**src/hdl/zbi_pkg.sv**
```systemverilog
// Package for the zero-bit insertion index block.
// Holds the word type that carries the index through the cell row; no dependencies.
package zbi_pkg;

  // Widest index the block supports; the cells carry words of this size.
  localparam int unsigned MaxIndexWidth = 64;

  typedef logic [MaxIndexWidth-1:0] word_t;

endpackage

```
**src/hdl/zbi_cell.sv**
```systemverilog
// One cell of the deposit row: owns a single result bit position.
// Depends on zbi_pkg for the word type.
module zbi_cell import zbi_pkg::*; #(
  parameter int unsigned BitPos = 0
) (
  input  logic  clk_i,
  input  logic  rst_ni,
  input  logic  skip_i,
  input  logic  in_valid_i,
  output logic  in_ready_o,
  input  word_t in_src_i,
  input  word_t in_res_i,
  output logic  out_valid_o,
  input  logic  out_ready_i,
  output word_t out_src_o,
  output word_t out_res_o
);

  logic  valid_q, valid_d;
  word_t src_q, src_d;
  word_t res_q, res_d;
  logic  load;

  assign in_ready_o = !valid_q || out_ready_i;
  assign load       = in_valid_i && in_ready_o;

  // A free position takes the lowest remaining compact bit and consumes it;
  // a skipped position keeps zero and leaves the compact bits untouched.
  always_comb begin
    valid_d = valid_q;
    src_d   = src_q;
    res_d   = res_q;
    if (load) begin
      valid_d = 1'b1;
      if (skip_i) begin
        src_d = in_src_i;
        res_d = in_res_i;
      end else begin
        src_d = in_src_i >> 1;
        res_d = in_res_i;
        res_d[BitPos] = in_src_i[0];
      end
    end else if (out_ready_i) begin
      valid_d = 1'b0;
    end
  end

  always_ff @(posedge clk_i or negedge rst_ni) begin
    if (!rst_ni) begin
      valid_q <= 1'b0;
    end else begin
      valid_q <= valid_d;
    end
  end

  always_ff @(posedge clk_i) begin
    src_q <= src_d;
    res_q <= res_d;
  end

  assign out_valid_o = valid_q;
  assign out_src_o   = src_q;
  assign out_res_o   = res_q;

endmodule

```
**src/hdl/zero_bit_insertion_index.sv**
```systemverilog
// Top level of the zero-bit insertion index block: skip mask register and the cell row.
// Depends on zbi_pkg and zbi_cell.
//
//   channel   direction  handshake                 payload
//   input     in         in_valid_i / in_stall_o   perm_index_i
//   result    out        out_valid_o / out_stall_i spread_index_o
//   config    in         skip_mask_we_i            skip_mask_i
//
// One item enters per cycle while in_stall_o is low; each item passes through the cell row,
// one cell per output bit position, the last cell acting as the output register.
// Reset clears the skip mask and empties every cell.
// A stalled result holds the last cell; earlier cells keep filling until the row is full,
// and only then is in_stall_o raised (the ready chain runs combinationally through the row).
module zero_bit_insertion_index import zbi_pkg::*; #(
  parameter int unsigned INDEX_WIDTH = 64
) (
  input  logic                   clk_i,
  input  logic                   rst_ni,
  input  logic                   skip_mask_we_i,
  input  logic [INDEX_WIDTH-1:0] skip_mask_i,
  input  logic                   in_valid_i,
  output logic                   in_stall_o,
  input  logic [INDEX_WIDTH-1:0] perm_index_i,
  output logic                   out_valid_o,
  input  logic                   out_stall_i,
  output logic [INDEX_WIDTH-1:0] spread_index_o
);

  logic [INDEX_WIDTH-1:0] skip_q, skip_d;

  logic  link_valid [INDEX_WIDTH+1];
  logic  link_ready [INDEX_WIDTH+1];
  word_t link_src   [INDEX_WIDTH+1];
  word_t link_res   [INDEX_WIDTH+1];
  logic [INDEX_WIDTH-1:0] cell_valid;

  always_comb begin
    skip_d = skip_q;
    if (skip_mask_we_i) begin
      skip_d = skip_mask_i;
    end
  end

  always_ff @(posedge clk_i or negedge rst_ni) begin
    if (!rst_ni) begin
      skip_q <= '0;
    end else begin
      skip_q <= skip_d;
    end
  end

  assign link_valid[0]           = in_valid_i;
  assign link_src[0]             = word_t'(perm_index_i);
  assign link_res[0]             = '0;
  assign link_ready[INDEX_WIDTH] = !out_stall_i;

  for (genvar k = 0; k < INDEX_WIDTH; k++) begin : g_cell
    zbi_cell #(
      .BitPos(k)
    ) u_cell (
      .clk_i      (clk_i),
      .rst_ni     (rst_ni),
      .skip_i     (skip_q[k]),
      .in_valid_i (link_valid[k]),
      .in_ready_o (link_ready[k]),
      .in_src_i   (link_src[k]),
      .in_res_i   (link_res[k]),
      .out_valid_o(link_valid[k+1]),
      .out_ready_i(link_ready[k+1]),
      .out_src_o  (link_src[k+1]),
      .out_res_o  (link_res[k+1])
    );
    assign cell_valid[k] = link_valid[k+1];
  end

  assign in_stall_o     = !link_ready[0];
  assign out_valid_o    = link_valid[INDEX_WIDTH];
  assign spread_index_o = link_res[INDEX_WIDTH][INDEX_WIDTH-1:0];

  // The input stalls only when every cell holds an item and the result is stalled.
  a_stall_only_when_full : assert property (
    @(posedge clk_i) disable iff (!rst_ni)
    in_stall_o |-> ((&cell_valid) && out_stall_i)
  ) else $error("input stalled while the cell row has room");

  // An item taken in with nothing leaving raises the occupancy by exactly one.
  a_occupancy_grows : assert property (
    @(posedge clk_i) disable iff (!rst_ni)
    (in_valid_i && !in_stall_o && !(out_valid_o && !out_stall_i))
      |=> ($countones(cell_valid) == $past($countones(cell_valid)) + 1)
  ) else $error("accepted item lost or duplicated in the cell row");

  // An item delivered with nothing entering lowers the occupancy by exactly one.
  a_occupancy_shrinks : assert property (
    @(posedge clk_i) disable iff (!rst_ni)
    (!(in_valid_i && !in_stall_o) && out_valid_o && !out_stall_i)
      |=> ($countones(cell_valid) + 1 == $past($countones(cell_valid)))
  ) else $error("delivered item not removed from the cell row");

  // Skipped positions always come out as zero.
  a_skipped_zero : assert property (
    @(posedge clk_i) disable iff (!rst_ni)
    out_valid_o |-> ((spread_index_o & skip_q) == '0)
  ) else $error("nonzero bit at a skipped position");

endmodule

```
**config.mk**
```make
export PLATFORM = sky130hd
export DESIGN_NAME = zero_bit_insertion_index
export DESIGN_NICKNAME = d
export VERILOG_FILES = /design/src/hdl/zbi_pkg.sv /design/src/hdl/zbi_cell.sv /design/src/hdl/zero_bit_insertion_index.sv
export SDC_FILE = /design/constraint.sdc
export NUM_CORES = 2
export LEC_CHECK = 0
export ABC_AREA = 1
export BUFFER_PORTS_ARGS = -buffer_cell sky130_fd_sc_hd__buf_4
export CAP_MARGIN = 15
export CORE_MARGIN = 2
export CORE_UTILIZATION = 37
export DETAILED_ROUTE_END_ITERATION = 12
export PLACE_DENSITY = 0.5
export SKIP_CTS_REPAIR_TIMING = 1
export SLEW_MARGIN = 20
export SYNTH_ARGS = -nofsm -noshare
export SYNTH_HDL_FRONTEND = slang
export SYNTH_SLANG_ARGS = --single-unit
```
**constraint.sdc**
```tcl
create_clock -name clk_i -period 16.74 [get_ports clk_i]
set_clock_uncertainty 0.15 [all_clocks]
set_input_delay 0.837 -clock clk_i [delete_from_list [all_inputs] [get_ports clk_i]]
set_output_delay 0.837 -clock clk_i [all_outputs]
set_load 0.01 [all_outputs]
```
# Word level (Yosys, flattened, before mapping)
# Cells that the tools add are included.
# op_classes
muxes	254
reduce_logical	257
n_eq_ne	1
# op_table
operator	count
1-bit two-way mux	129
63-bit two-way mux	2
2-bit nonzero test	63
62-bit two-way mux	2
61-bit two-way mux	2
60-bit two-way mux	2
59-bit two-way mux	2
58-bit two-way mux	2
57-bit two-way mux	2
56-bit two-way mux	2
55-bit two-way mux	2
54-bit two-way mux	2
53-bit two-way mux	2
52-bit two-way mux	2
51-bit two-way mux	2
50-bit two-way mux	2
49-bit two-way mux	2
48-bit two-way mux	2
47-bit two-way mux	2
46-bit two-way mux	2
45-bit two-way mux	2
44-bit two-way mux	2
43-bit two-way mux	2
42-bit two-way mux	2
other kinds (45)	276
# totals
output_inout_bits	66
register_bits	6177
input_bits	133
elab_cells	704

# Longest topological paths before layout
# depth
ltp_word	67
depth_mapped	33
mapped_depth_nobuf	33

# Hierarchy
# Synthesis repeated with hierarchy kept, for this count alone.
# hier_totals
hier_cells	22161
hier_area_um2	307790.2
# by_module_without_submodules
mod	instances	cells_per_inst	area_each_um2
zbi_cell	64	342	4770.8
zero_bit_insertion_index	1	273	2457.4

# Worst setup path before layout
# Ideal clock, no wire load.
# synth_timing
path_kind	input port to flip-flop
from	input out_stall_i
to	register g_cell[0].u_cell.res_q[0], enable pin
arrival_ps	5669
path_stages	33
setup_ps	531
setup_slack_ps	10390
cell_sequence	nand4_2 > nor2_4 > nand4_4 > nor2_4 > nand4_4 > nor2_4 > nand4_4 > nor2_4 > nand4_4 > nor2_4 > nand4_4 > nor2_4 > nand4_4 > nor2_4 > nand4_4 > nor2_4 > nand4_4 > nor2_4 > nand4_4 > nor2_4 > nand4_4 > nor2_4 > nand4_4 > nor2_4 > nand4_4 > nor2_4 > nand4_4 > nor2_4 > nand4_4 > nor2_4 > nand4_4 > nor2_2 > nor2_1
# synth_via
elab_chain_len	66
# synth_rtl
item	line_no	source
start, declared	zero_bit_insertion_index.sv:25	input logic out_stall_i,
1-bit logical NOT	zero_bit_insertion_index.sv:55	assign link_ready[INDEX_WIDTH] = !out_stall_i;
1-bit logical OR (64 in a row)	zbi_cell.sv:24	assign in_ready_o = !valid_q || out_ready_i;
1-bit logical AND	zbi_cell.sv:25	assign load = in_valid_i && in_ready_o;
named net g_cell[0].u_cell.load	zbi_cell.sv:22	logic load;
end signal, assigned	zbi_cell.sv:58	res_q <= res_d;
end, declared	zbi_cell.sv:21	word_t res_q, res_d;
# The timed path passes the listed nets, and every way through them passes these cells.
# A chain may end at the register's enable or synchronous reset.

# Worst setup path after layout
# layout_timing
from	input out_stall_i
to	output in_stall_o
# layout_via
elab_chain_len	66
# layout_rtl
item	line_no	source
1-bit logical NOT	zero_bit_insertion_index.sv:55	
1-bit logical OR (64 in a row)	zbi_cell.sv:24	
1-bit logical NOT	zero_bit_insertion_index.sv:76	assign in_stall_o = !link_ready[0];
end, declared	zero_bit_insertion_index.sv:22	output logic in_stall_o,
# Every way passes these cells.

==> summary.md <==
| Metric | Value |
|---|---|
| Status | `finished, final reports clean` |
| MaxCap Viol Count | `0` |
| Mapped cell area | `0.1519 mm²` |
| Crit path largest cell delay | `0.53 ns` |
| Core Region | `0.4093 mm²` |
| YS warnings | `0` |
| Fin. Hold Viols | `0` |
| Slowest CP cell | `dlygate4sd3_1` |
| Number of cells after detailed placement | `15.62k` |
| Synth area leader | `edfxtp_1` |
| Tcrit/Tclk final | `0.4964` |
| Layout Cells excl Fill | `16.51k` |
| Htree depth | `5` |
| 1st-pass router iterations | `6` |
| Crit path required time | `15.75 ns` |
| Share of cells above drive strength 1 | `0.09059` |
| Unique masters post-synth | `18` |
| CTS tree | `done` |
| Critical Path Fanout Max | `4` |
| Vias in the first global route | `74.46k` |
| Final count of negative-setup-slack endpoints | `0` |
| Post-route antenna net violation count | `0` |
| VDD IR max | `0.09892 mV` |
| Vias | `73.69k` |
| Syn nets | `10.42k` |
| Yosys reg bits | `4,224` |
| Final wirelength | `244,300 µm` |
| GP Congestion | `0.7867` |
| Most frequent cells in the layout | `4,096 x edfxtp_1, 2,281 x nand2_1, 2,041 x o21ai_0, 1,122 x inv_1, 431 x clkbuf_16` |
| Fmax | `120.3 MHz` |
| Worst slew margin | `0.2436` |
| Remaining DRCs | `0` |
| Min cycle time layout | `8.309 ns` |
| Initial DRC Count | `5,017` |
| CP Launch Type | `input pin` |
| Num CTS Buffers | `429` |
| Die Span Y | `644.8 µm` |
| Wire length per cell | `14.79 µm` |
| Synthesized instance count | `10.29k` |
| Pwr Density | `135.3 mW/mm²` |
| Worst-Margin Slew | `1.123 ns` |
| Hold Crit Class | `input pin to register` |
| Setup crit end kind | `output port` |
| CP Data Arrival Time | `7.32 ns` |
| Die area | `0.4158 mm²` |
| Layout filler cell count | `37.10k` |
| Post-synthesis sequential area ratio | `0.8306` |
| RSZ-0062 raised after global routing | `false` |
| Setup TNS | `0 ns` |
| Dpl hpwl | `161,200 µm` |
| CTS Root Cell | `clkbuf_16` |
| Initial Utilization | `0.3712` |
| Static Leak | `65.14 nW` |
| Final Slew Violations | `0` |
| Reg2reg setup slack | `9.57 ns` |
| Clock latency on the worst-skew pair | `1.00 ns` |
| Setup CP Type | `input pin to output port` |
| Area Overhead vs Synth | `14.86%` |
| Most common cell after layout, fill and taps aside | `edfxtp_1` |
| Top-area cell type share of the netlist area | `0.8096` |
| All-Layer GR Usage | `0.1160` |
| Initial antenna violation count | `22` |
| Syn avg cell area | `14.77 µm²` |
| First-pass GRT wire length | `394,100 µm` |
| Largest cells by area after synthesis | `edfxtp_1 81%, o21ai_0 6.7%, nand2_1 5.6%, inv_1 2.9%, dfrtp_1 2.1%` |
| Cell row count | `235` |
| Vias per cell | `4.463` |
| I/O Pins | `199` |
| Nets | `10.83k` |
| Largest net degree at the start of global routing | `66` |
| CTS Buffer Depth | `4` |
| Clock-pin slew on the worst setup and hold paths | `0.06 ns` |
| Die width | `644.8 µm` |
| Port buffer count | `198` |
| Clk sinks | `4,224` |
| Gr ovfl total | `0` |
power by group:
group | switching, W | internal [W]
Clock | 0.00391 | 0.00534
Sequential | 0.000360 | 0.0127
Combinational | 0.000879 | 0.000369
Total | 0.00515 | 0.0185
kinds of logic (layout without fill, tap and decap cells):
| group | count (synthesis) | after routing | synth area share |
|---|---|---|---|
| other cells | 0 | 1 | 0 |
| flops | 4224 | 4224 | 0.8306 |
| mux | 1 | 1 | 0.00007411 |
| simple gates | 2424 | 2424 | 0.06255 |
| compound gates | 2043 | 2043 | 0.06731 |
| buf+inv | 1596 | 2369 | 0.03943 |
registers in the layout, summed over array words and instances, names as in the netlist:
signal                     count
g_cell.u_cell.out_res_o     2080
g_cell.u_cell.out_src_o     2016
g_cell.u_cell.out_valid_o     64
skip_q                        64
critical path: cells and delay by family:
kind	cells	cell delay, ns
buf+inv	3	0.79
simple gates	32	5.65
cells in the mapped netlist, drive strengths merged:
library cell	instances
edfxtp	4096
nand2	2281
o21ai	2042
inv	1161
clkbuf	420
dfrtp	128
nor2	112
nand4	16
nand3	15
clkinv	12
buf	3
a31oi	1
mux2	1
final cells by class:
| cell class | instances | area, µm² | area share |
|---|---|---|---|
| antenna | 1 | 2.502 | 0.00001434 |
| clock buffer | 575 | 11530 | 0.06605 |
| clock inverter | 224 | 2316 | 0.01327 |
| inverter | 1173 | 4410 | 0.02527 |
| multi-input combinational | 4468 | 20000 | 0.1146 |
| sequential | 4224 | 126200 | 0.7232 |
| tap | 5451 | 6820 | 0.03908 |
| timing repair buffer | 397 | 3232 | 0.01852 |
path summary, 6_finish.rpt:
path | startpoint | end | depth (start not counted)
min in group asynchronous | rst_ni | skip_q[37] | 2
max reg2reg | g_cell[62].u_cell.out_valid_o | g_cell[0].u_cell.out_src_o[32] | 34
min | skip_mask_i[18] | skip_q[18] | 3
max | out_stall_i | in_stall_o | 35
min reg2reg | g_cell[34].u_cell.out_res_o[10] | g_cell[35].u_cell.out_res_o[10] | 0
max in group asynchronous | rst_ni | skip_q[54] | 4
metal layers:
layer  share of wire  GRT usage  vias to the layer above
met5        0.000053          0                        -
met4           0.025    0.03253                        2
met3           0.047    0.02298                      477
met2            0.49     0.2015                     1218
met1            0.43     0.1474                    35160
li1                -          -                    36834
stage by stage:
stage / area [µm²] / hold WS [ns] / setup slack (ns) / util / power [W]
2_1_floorplan: 151900 / 0.2503 / 10.39 / - / 0.01404
3_3_place_gp: 159700 / 0.2503 / 8.903 / 0.3902 / 0.01458
3_5_place_dp: 159700 / 0.2545 / 8.842 / 0.3902 / 0.01460
4_1_cts: 173600 / -0.4650 / 8.191 / 0.4240 / 0.02396
5_1_grt: 174500 / 0.003170 / 7.675 / 0.4264 / 0.02466
6_report: 174500 / 0.02369 / 8.431 / 0.4264 / 0.02361
No activity file was read; power rests on OpenSTA's default activity.
